$ cat src/hdl/fcfs_pkg.sv
package fcfs_pkg;

    // field widths of one job and of one result
    localparam int ARR_W      = 16;
    localparam int BUR_W      = 16;
    localparam int JOBNUM_W   = 7;
    localparam int WAIT_W     = 22;
    localparam int SUM_W      = 28;

    // default batch capacity
    localparam int MAX_JOBS_DEF = 64;

    // control sequencer states
    typedef enum logic [2:0] {
        ST_IDLE,
        ST_INS_CMP,
        ST_INS_PUT,
        ST_SCH_START,
        ST_SCH_RUN
    } fcfs_state_t;

endpackage

$ cat src/hdl/fcfs_job_ram.sv
module fcfs_job_ram
    import fcfs_pkg::*;
#(
    parameter int DEPTH  = MAX_JOBS_DEF,
    parameter int DATA_W = ARR_W + BUR_W + $clog2(MAX_JOBS_DEF)
)
(
    input  logic                     clk,
    input  logic                     we,
    input  logic [$clog2(DEPTH)-1:0] waddr,
    input  logic [DATA_W-1:0]        wdata,
    input  logic                     re,
    input  logic [$clog2(DEPTH)-1:0] raddr,
    output logic [DATA_W-1:0]        rdata
);

    logic [DATA_W-1:0] job_mem [DEPTH];
    logic [DATA_W-1:0] rdata_reg;

    // single write port
    always_ff @(posedge clk)
    begin
        if (we)
        begin
            job_mem[waddr] <= wdata;
        end
    end

    // registered read port, holds its data while not enabled
    always_ff @(posedge clk)
    begin
        if (re)
        begin
            rdata_reg <= job_mem[raddr];
        end
    end

    assign rdata = rdata_reg;

endmodule

$ cat src/hdl/fcfs_schedule_metrics.sv
// Loading: a job into an empty or a full store is done in ST_IDLE alone (a full store drops
// it); otherwise the insertion walk reads and shifts up one slot each stored job with a later
// arrival, and writes the new job into the freed slot in ST_INS_CMP or ST_INS_PUT, through the
// job memory's write port and registered read port. Scheduling issues its first read in
// ST_SCH_START, then gives one result per cycle while out_ready is high, one memory read per result.
// Reset clears the sequencer, job count, overflow flag, clock and running totals;
// the job memory is not cleared and needs no clearing pass.
module fcfs_schedule_metrics
    import fcfs_pkg::*;
#(
    parameter int MAX_JOBS = MAX_JOBS_DEF
)
(
    input  logic                clk,
    input  logic                rst_n,
    input  logic                in_valid,
    output logic                in_ready,
    input  logic [ARR_W-1:0]    arrival,
    input  logic [BUR_W-1:0]    burst,
    input  logic                last_job,
    output logic                out_valid,
    input  logic                out_ready,
    output logic [JOBNUM_W-1:0] job_number,
    output logic [ARR_W-1:0]    job_arrival,
    output logic [BUR_W-1:0]    job_burst,
    output logic [WAIT_W-1:0]   waiting,
    output logic [WAIT_W-1:0]   turnaround,
    output logic [SUM_W-1:0]    total_waiting,
    output logic [SUM_W-1:0]    total_turnaround,
    output logic                overflowed,
    output logic                final_result
);

    localparam int IDX_W  = $clog2(MAX_JOBS);
    localparam int CNT_W  = IDX_W + 1;
    localparam int CT_W   = ARR_W + $clog2(MAX_JOBS + 2);
    localparam int DATA_W = ARR_W + BUR_W + IDX_W;
    localparam int NUM_XW = IDX_W + JOBNUM_W;
    localparam int MET_XW = CT_W + SUM_W;

    fcfs_state_t state_reg, state_next;

    logic [CNT_W-1:0] job_count_reg, job_count_next;
    logic             overflow_reg, overflow_next;
    logic [CT_W-1:0]  ct_reg, ct_next;
    logic [SUM_W-1:0] sum_w_reg, sum_w_next;
    logic [SUM_W-1:0] sum_t_reg, sum_t_next;
    logic [IDX_W-1:0] pos_reg, pos_next;
    logic [IDX_W-1:0] k_reg, k_next;
    logic [ARR_W-1:0] arr_reg, arr_next;
    logic [BUR_W-1:0] bur_reg, bur_next;
    logic             last_reg, last_next;
    logic             out_valid_reg, out_valid_next;

    logic [JOBNUM_W-1:0] job_number_reg;
    logic [ARR_W-1:0]    job_arrival_reg;
    logic [BUR_W-1:0]    job_burst_reg;
    logic [WAIT_W-1:0]   waiting_reg;
    logic [WAIT_W-1:0]   turnaround_reg;
    logic [SUM_W-1:0]    total_waiting_reg;
    logic [SUM_W-1:0]    total_turnaround_reg;
    logic                overflowed_reg;
    logic                final_result_reg;

    // memory port
    logic              ram_we;
    logic [IDX_W-1:0]  ram_waddr;
    logic [DATA_W-1:0] ram_wdata;
    logic              ram_re;
    logic [IDX_W-1:0]  ram_raddr;
    logic [DATA_W-1:0] ram_rdata;

    logic [ARR_W-1:0]  rd_arr;
    logic [BUR_W-1:0]  rd_bur;
    logic [IDX_W-1:0]  rd_idx;
    logic [DATA_W-1:0] new_entry;

    // metrics datapath
    logic [CT_W-1:0]   start_time;
    logic [CT_W-1:0]   wait_val;
    logic [CT_W-1:0]   turn_val;
    logic [CT_W-1:0]   ct_after;
    logic [MET_XW-1:0] wait_x;
    logic [MET_XW-1:0] turn_x;
    logic [SUM_W-1:0]  sum_w_add;
    logic [SUM_W-1:0]  sum_t_add;
    logic [NUM_XW-1:0] num_x;
    logic              is_final;
    logic              out_load;

    fcfs_job_ram #(
        .DEPTH  (MAX_JOBS),
        .DATA_W (DATA_W)
    ) u_ram (
        .clk   (clk),
        .we    (ram_we),
        .waddr (ram_waddr),
        .wdata (ram_wdata),
        .re    (ram_re),
        .raddr (ram_raddr),
        .rdata (ram_rdata)
    );

    assign rd_arr    = ram_rdata[DATA_W-1 -: ARR_W];
    assign rd_bur    = ram_rdata[IDX_W +: BUR_W];
    assign rd_idx    = ram_rdata[IDX_W-1:0];
    assign new_entry = {arr_reg, bur_reg, job_count_reg[IDX_W-1:0]};

    // serve the job read from memory: idle machine jumps to its arrival
    always_comb
    begin
        if (ct_reg < CT_W'(rd_arr))
        begin
            start_time = CT_W'(rd_arr);
        end
        else
        begin
            start_time = ct_reg;
        end
        wait_val  = start_time - CT_W'(rd_arr);
        turn_val  = wait_val + CT_W'(rd_bur);
        ct_after  = start_time + CT_W'(rd_bur);
        wait_x    = {{SUM_W{1'b0}}, wait_val};
        turn_x    = {{SUM_W{1'b0}}, turn_val};
        sum_w_add = sum_w_reg + wait_x[SUM_W-1:0];
        sum_t_add = sum_t_reg + turn_x[SUM_W-1:0];
        num_x     = {{JOBNUM_W{1'b0}}, rd_idx} + NUM_XW'(1);
        is_final  = (({1'b0, k_reg} + CNT_W'(1)) == job_count_reg);
    end

    // sequencer: sorted insertion walk, then service order readout
    always_comb
    begin
        state_next     = state_reg;
        job_count_next = job_count_reg;
        overflow_next  = overflow_reg;
        ct_next        = ct_reg;
        sum_w_next     = sum_w_reg;
        sum_t_next     = sum_t_reg;
        pos_next       = pos_reg;
        k_next         = k_reg;
        arr_next       = arr_reg;
        bur_next       = bur_reg;
        last_next      = last_reg;
        ram_we         = 1'b0;
        ram_waddr      = pos_reg;
        ram_wdata      = new_entry;
        ram_re         = 1'b0;
        ram_raddr      = '0;
        in_ready       = 1'b0;
        out_load       = 1'b0;

        unique case (state_reg)
            ST_IDLE:
            begin
                in_ready = 1'b1;
                if (in_valid)
                begin
                    arr_next  = arrival;
                    bur_next  = burst;
                    last_next = last_job;
                    if (job_count_reg == CNT_W'(MAX_JOBS))
                    begin
                        // batch full: drop the item
                        overflow_next = 1'b1;
                        if (last_job)
                        begin
                            state_next = ST_SCH_START;
                        end
                    end
                    else if (job_count_reg == '0)
                    begin
                        ram_we         = 1'b1;
                        ram_waddr      = '0;
                        ram_wdata      = {arrival, burst, {IDX_W{1'b0}}};
                        job_count_next = CNT_W'(1);
                        if (last_job)
                        begin
                            state_next = ST_SCH_START;
                        end
                    end
                    else
                    begin
                        ram_re     = 1'b1;
                        ram_raddr  = job_count_reg[IDX_W-1:0] - IDX_W'(1);
                        pos_next   = job_count_reg[IDX_W-1:0];
                        state_next = ST_INS_CMP;
                    end
                end
            end

            ST_INS_CMP:
            begin
                if (rd_arr > arr_reg)
                begin
                    // shift the later job up one slot
                    ram_we    = 1'b1;
                    ram_waddr = pos_reg;
                    ram_wdata = ram_rdata;
                    pos_next  = pos_reg - IDX_W'(1);
                    if (pos_reg > IDX_W'(1))
                    begin
                        ram_re    = 1'b1;
                        ram_raddr = pos_reg - IDX_W'(2);
                    end
                    else
                    begin
                        state_next = ST_INS_PUT;
                    end
                end
                else
                begin
                    ram_we         = 1'b1;
                    job_count_next = job_count_reg + CNT_W'(1);
                    state_next     = last_reg ? ST_SCH_START : ST_IDLE;
                end
            end

            ST_INS_PUT:
            begin
                ram_we         = 1'b1;
                job_count_next = job_count_reg + CNT_W'(1);
                state_next     = last_reg ? ST_SCH_START : ST_IDLE;
            end

            ST_SCH_START:
            begin
                ram_re     = 1'b1;
                ram_raddr  = '0;
                k_next     = '0;
                state_next = ST_SCH_RUN;
            end

            ST_SCH_RUN:
            begin
                if (!out_valid_reg || out_ready)
                begin
                    out_load   = 1'b1;
                    ct_next    = ct_after;
                    sum_w_next = sum_w_add;
                    sum_t_next = sum_t_add;
                    if (is_final)
                    begin
                        // batch done: clear for the next one
                        job_count_next = '0;
                        overflow_next  = 1'b0;
                        ct_next        = '0;
                        sum_w_next     = '0;
                        sum_t_next     = '0;
                        state_next     = ST_IDLE;
                    end
                    else
                    begin
                        k_next    = k_reg + IDX_W'(1);
                        ram_re    = 1'b1;
                        ram_raddr = k_reg + IDX_W'(1);
                    end
                end
            end

            default:
            begin
                state_next = ST_IDLE;
            end
        endcase

        // output register valid
        if (out_load)
        begin
            out_valid_next = 1'b1;
        end
        else if (out_ready)
        begin
            out_valid_next = 1'b0;
        end
        else
        begin
            out_valid_next = out_valid_reg;
        end
    end

    // control state
    always_ff @(posedge clk or negedge rst_n)
    begin
        if (!rst_n)
        begin
            state_reg     <= ST_IDLE;
            job_count_reg <= '0;
            overflow_reg  <= 1'b0;
            ct_reg        <= '0;
            sum_w_reg     <= '0;
            sum_t_reg     <= '0;
            pos_reg       <= '0;
            k_reg         <= '0;
            last_reg      <= 1'b0;
            out_valid_reg <= 1'b0;
        end
        else
        begin
            state_reg     <= state_next;
            job_count_reg <= job_count_next;
            overflow_reg  <= overflow_next;
            ct_reg        <= ct_next;
            sum_w_reg     <= sum_w_next;
            sum_t_reg     <= sum_t_next;
            pos_reg       <= pos_next;
            k_reg         <= k_next;
            last_reg      <= last_next;
            out_valid_reg <= out_valid_next;
        end
    end

    // payload registers
    always_ff @(posedge clk)
    begin
        arr_reg <= arr_next;
        bur_reg <= bur_next;
        if (out_load)
        begin
            job_number_reg       <= num_x[JOBNUM_W-1:0];
            job_arrival_reg      <= rd_arr;
            job_burst_reg        <= rd_bur;
            waiting_reg          <= wait_x[WAIT_W-1:0];
            turnaround_reg       <= turn_x[WAIT_W-1:0];
            total_waiting_reg    <= sum_w_add;
            total_turnaround_reg <= sum_t_add;
            overflowed_reg       <= overflow_reg;
            final_result_reg     <= is_final;
        end
    end

    // sums seen on the result are the pre-clear totals
    assign out_valid        = out_valid_reg;
    assign job_number       = job_number_reg;
    assign job_arrival      = job_arrival_reg;
    assign job_burst        = job_burst_reg;
    assign waiting          = waiting_reg;
    assign turnaround       = turnaround_reg;
    assign total_waiting    = total_waiting_reg;
    assign total_turnaround = total_turnaround_reg;
    assign overflowed       = overflowed_reg;
    assign final_result     = final_result_reg;

    // job count never passes capacity
    a_count_cap: assert property (@(posedge clk) disable iff (!rst_n)
        job_count_reg <= CNT_W'(MAX_JOBS))
        else $error("job count above capacity");

    // insertion slot stays between slot 1 and the first free slot of the store
    a_ins_pos: assert property (@(posedge clk) disable iff (!rst_n)
        (state_reg == ST_INS_CMP) |-> (pos_reg != '0 && {1'b0, pos_reg} <= job_count_reg))
        else $error("insertion slot out of range");

    // readout index stays below the job count
    a_run_idx: assert property (@(posedge clk) disable iff (!rst_n)
        (state_reg == ST_SCH_RUN) |-> ({1'b0, k_reg} < job_count_reg))
        else $error("readout index out of range");

    // last result of a batch returns the block to an empty batch
    a_batch_clear: assert property (@(posedge clk) disable iff (!rst_n)
        (out_load && is_final) |=>
            (state_reg == ST_IDLE && job_count_reg == '0 && ct_reg == '0 && !overflow_reg))
        else $error("batch state not cleared");

endmodule
$ cat config.mk
export PLATFORM = sky130hd
export DESIGN_NAME = fcfs_schedule_metrics
export DESIGN_NICKNAME = d
export VERILOG_FILES = /design/src/hdl/fcfs_pkg.sv /design/src/hdl/fcfs_job_ram.sv /design/src/hdl/fcfs_schedule_metrics.sv
export SDC_FILE = /design/constraint.sdc
export NUM_CORES = 2
export LEC_CHECK = 0
export BUFFER_PORTS_ARGS = -buffer_cell sky130_fd_sc_hd__buf_2
export CAP_MARGIN = 10
export CORE_UTILIZATION = 30
export CTS_BUF_LIST = sky130_fd_sc_hd__clkbuf_8
export CTS_CLUSTER_SIZE = 40
export DETAILED_ROUTE_END_ITERATION = 12
export PLACE_DENSITY = 0.41
export SLEW_MARGIN = 0
export SYNTH_ARGS = -nofsm -noshare
export SYNTH_HDL_FRONTEND = slang
export SYNTH_SLANG_ARGS = --single-unit
$ cat constraint.sdc
create_clock -name clk -period 9.65 [get_ports clk]
set_input_delay 1.4475 -clock clk [delete_from_list [all_inputs] [get_ports clk]]
set_output_delay 1.4475 -clock clk [all_outputs]
set_load 0.005 [all_outputs]
==> metrics.md <==
| Metric | Value |
|---|---|
| Wirelength, routed | `409.8 mm` |
| Syn avg cell area | `13.44 um2` |
| Clock root cell | `clkbuf_8` |
| Final routed DRC violation total | `0` |
| Max-slew violations | `0` |
| Seq pwr share | `33.8%` |
| Post-Syn Area | `112800 um2` |
| Synthesis-stage register bit count | `2747` |
| Status | `complete, no violations` |
| Gp weighted congestion | `0.8376` |
| Maxcap violations | `0` |
| Layout cells sized above 1 | `12.75%` |
| Setup TNS | `0 ns` |
| Fmax | `112.5 MHz` |
| Vias in the first global route | `71820` |
| Cell variety after synth | `87` |
| VDD IR max | `0.3461 mV` |
| Clock share of power | `18.6%` |
| IO Count | `180` |
| Remaining Overflow, GRT | `0` |
| DRT iter0 DRCs | `7721` |
| Initial Util | `30.23%` |
| Max reg flops | `2432` |
| Total power | `0.05175 W` |
| CTS sink cnt | `2747` |
| Post-DP HPWL | `222.6 mm` |
| Core area | `373000 um2` |
| Die ar. | `378300 um2` |
| Die X | `615.1 um` |
| Worst-Skew Late Latency | `1.14 ns` |
| Critical Path Sink Type | `flip-flop` |
| Crit Path Category | `reg -> reg` |
| Fin crit period | `8.886 ns` |
| Clk slew on worst S/H paths | `0.07 ns` |
| Pwr dens | `400.6 nW/um2` |
| Measured slew at the worst slew-check pin | `1.246 ns` |
| CP arrival | `9.91 ns` |
| Fin. Hold Viols | `0` |
| Top cell type's share of synthesized area | `70.38%` |
| EDFF count, synth | `2643` |
| Switching Power | `0.02326 W` |
| Via count | `74010` |
| Gate power share | `47.6%` |
| Post_cts resized | `0` |
| Synthesized Nets | `8567` |
| First-pass GRT wire length | `568.3 mm` |
| Setup Buffers After CTS | `0` |
| Leak | `45.19 nW` |
| Post-CTS Hold Buffers | `0` |
| Antenna-violating nets left | `0` |
| Clk_skew | `0.07015 ns` |
| IO buf count | `179` |
| Routed len/inst | `28.92 um` |
| Initial antenna violation count | `53` |
| Largest net degree at the start of global routing | `138` |
| CP startpoint | `ct_reg[1]$_DFFE_PN0P_` |
| Sw Ratio | `44.96%` |
| Bufs on Longest Clock Path | `4` |
| Row count | `224` |
| Total GRT Usage | `21.01%` |
| Most common flop cell mapped by yosys | `edfxtp_1` |
| Min-Delay Path Class | `in -> async` |
| CTS tree | `built` |
| Int Pwr | `0.02848 W` |
| Yosys top cell by area | `edfxtp_1` |
| Largest cells by area after synthesis | `edfxtp_1 70%, nand2_1 7.0%, nand3_1 3.1%, dfrtp_1 2.3%, mux2i_1 1.7%` |
| RSZ-0062 raised after global routing | `false` |
| Req. time, crit path | `10.68 ns` |
| Critical-path top delay cell | `a211oi_1` |
| Crit path largest cell delay | `0.44 ns` |
| Pre-antenna DRT Iters | `9` |
| Post-Syn Instances | `8391` |
| Sequential-to-total area share from yosys stat | `72.69%` |
| Reg2Reg Launch Point | `ct_reg[1]$_DFFE_PN0P_` |
| Tcrit/Tclk final | `92.08%` |
| CP max FO | `7` |
| Drt via density | `5.223` |
| R2R Setup Slk | `0.76 ns` |
| CTS Buf Count | `471` |
| Asr flop ratio synth | `3.786%` |
| Worst Hold Slack | `0.1440 ns` |
| Crit start category | `flip-flop` |
| Synthesis-to-layout area growth | `14.56%` |
| # fillers | `36160` |
| Synth warnings | `0` |
| Final setup viols | `0` |
| Die H | `615.1 um` |
| CTS H-tree depth | `5` |
| Relative slew slack | `16.08%` |
| Layout Nets | `8952` |
per-stage QoR:
| step | instance area, um2 | setup slack [ns] | cells | utilization (%) |
|---|---|---|---|---|
| 2_1_floorplan | 112800 | 1.651 | 8391 | - |
| 3_3_place_gp | 120700 | 0.4569 | 13270 | 32.36 |
| 3_5_place_dp | 120700 | 0.7632 | 13270 | 32.36 |
| 4_1_cts | 129100 | 0.6489 | 14130 | 34.60 |
| 5_1_grt | 129100 | 0.01247 | 14140 | 34.61 |
| 6_report | 129200 | 0.7643 | 14170 | 34.63 |
final cells by class:
cell class,instances,area [um2],area share (%)
Inverter,105,400.4,0.3099
Clock inverter,371,1667,1.290
Clock buffer,486,6689,5.178
Multi-Input combinational cell,5034,29090,22.52
Sequential cell,2747,81970,63.45
Timing Repair Buffer,417,3048,2.359
Tap cell,4972,6221,4.816
Antenna cell,38,95.09,0.07361
worst max-delay path, delay by kind of cell, from the launching register on:
| family | cells | cell delay [ns] |
|---|---|---|
| AOI/OAI and AO/OA | 19 | 4.45 |
| and+or+nand+nor | 11 | 1.73 |
| adders and majority gates | 4 | 1.23 |
| DFF | 1 | 0.42 |
| buffers and inverters | 2 | 0.38 |
| muxes | 1 | 0.37 |
| xor gates and xnor gates | 1 | 0.17 |
path summary, 6_finish.rpt:
path | cells past startpoint | end
min | 1 | sum_t_reg[2]$_DFFE_PN0P_
min reg2reg | 2 | ct_reg[13]$_DFFE_PN0P_
min in group clk | 1 | bur_reg[11]$_DFFE_PP_
max | 38 | sum_t_reg[26]$_DFFE_PN0P_
max in group asynchronous | 3 | last_reg$_DFFE_PN0P_
max reg2reg | 38 | sum_t_reg[26]$_DFFE_PN0P_
cells in the final DEF (no fill, tap or decap), drive strengths merged, types with 36 or more instances in the layout:
| master | count |
|---|---|
| a21o | 36 |
| a21oi | 329 |
| a221o | 36 |
| a22o | 49 |
| a311oi | 63 |
| a31oi | 161 |
| a32oi | 73 |
| and3 | 123 |
| buf | 417 |
| clkbuf | 486 |
| clkinv | 164 |
| dfrtp | 104 |
| diode | 38 |
| edfxtp | 2643 |
| ha | 134 |
| inv | 300 |
| mux2i | 191 |
| nand2 | 2097 |
| nand3 | 702 |
| nand4 | 38 |
| nor2 | 172 |
| o2111ai | 47 |
| o21ai | 162 |
| o32a | 64 |
| xnor2 | 83 |
| xor2 | 39 |
synthesized netlist by cell type (47+ instances only):
cell       count
xnor2_1       83
a22o_1        49
nor2_1       170
inv_1        104
o32a_1        64
a32oi_1       73
buf_2        114
a21oi_1      327
a31oi_1      161
nand3_1      702
ha_1         134
dfrtp_1      104
o2111ai_1     47
clkbuf_1     311
buf_1         47
edfxtp_1    2643
a311oi_1      61
o21ai_0      129
and3_1       123
mux2i_1      191
nand2_1     2096
power groups by stage:
stage               registers [W]  logic [W]  clock network [W]
finish                     0.0175     0.0247            0.00962
global route               0.0175     0.0264             0.0104
CTS                        0.0175     0.0248            0.00990
detailed placement         0.0177     0.0247                  0
global placement           0.0177     0.0246                  0
floorplan                  0.0175     0.0140                  0
per-layer routing:
metal / up-vias / track usage [%] / routed length (um)
met2: 2658 / 33.35 / 186000
met5: - / 0 / 69
met3: 487 / 3.102 / 25550
li1: 32400 / - / -
met1: 38450 / 29.90 / 187400
met4: 10 / 5.716 / 10740
kinds of logic (layout without fill, tap and decap cells):
logic type / count (synthesis) / in the layout / share of synthesized area (%)
simple gates: 3274 / 3274 / 12.37
flops: 2747 / 2747 / 72.69
compound gates: 1278 / 1278 / 8.046
buf+inv: 610 / 1379 / 2.270
mux: 219 / 219 / 2.055
fa+ha+maj: 139 / 139 / 1.576
xor+xnor: 124 / 124 / 0.9875
other cells: 0 / 38 / 0
Note: power is estimated with default switching activity, not from simulation.
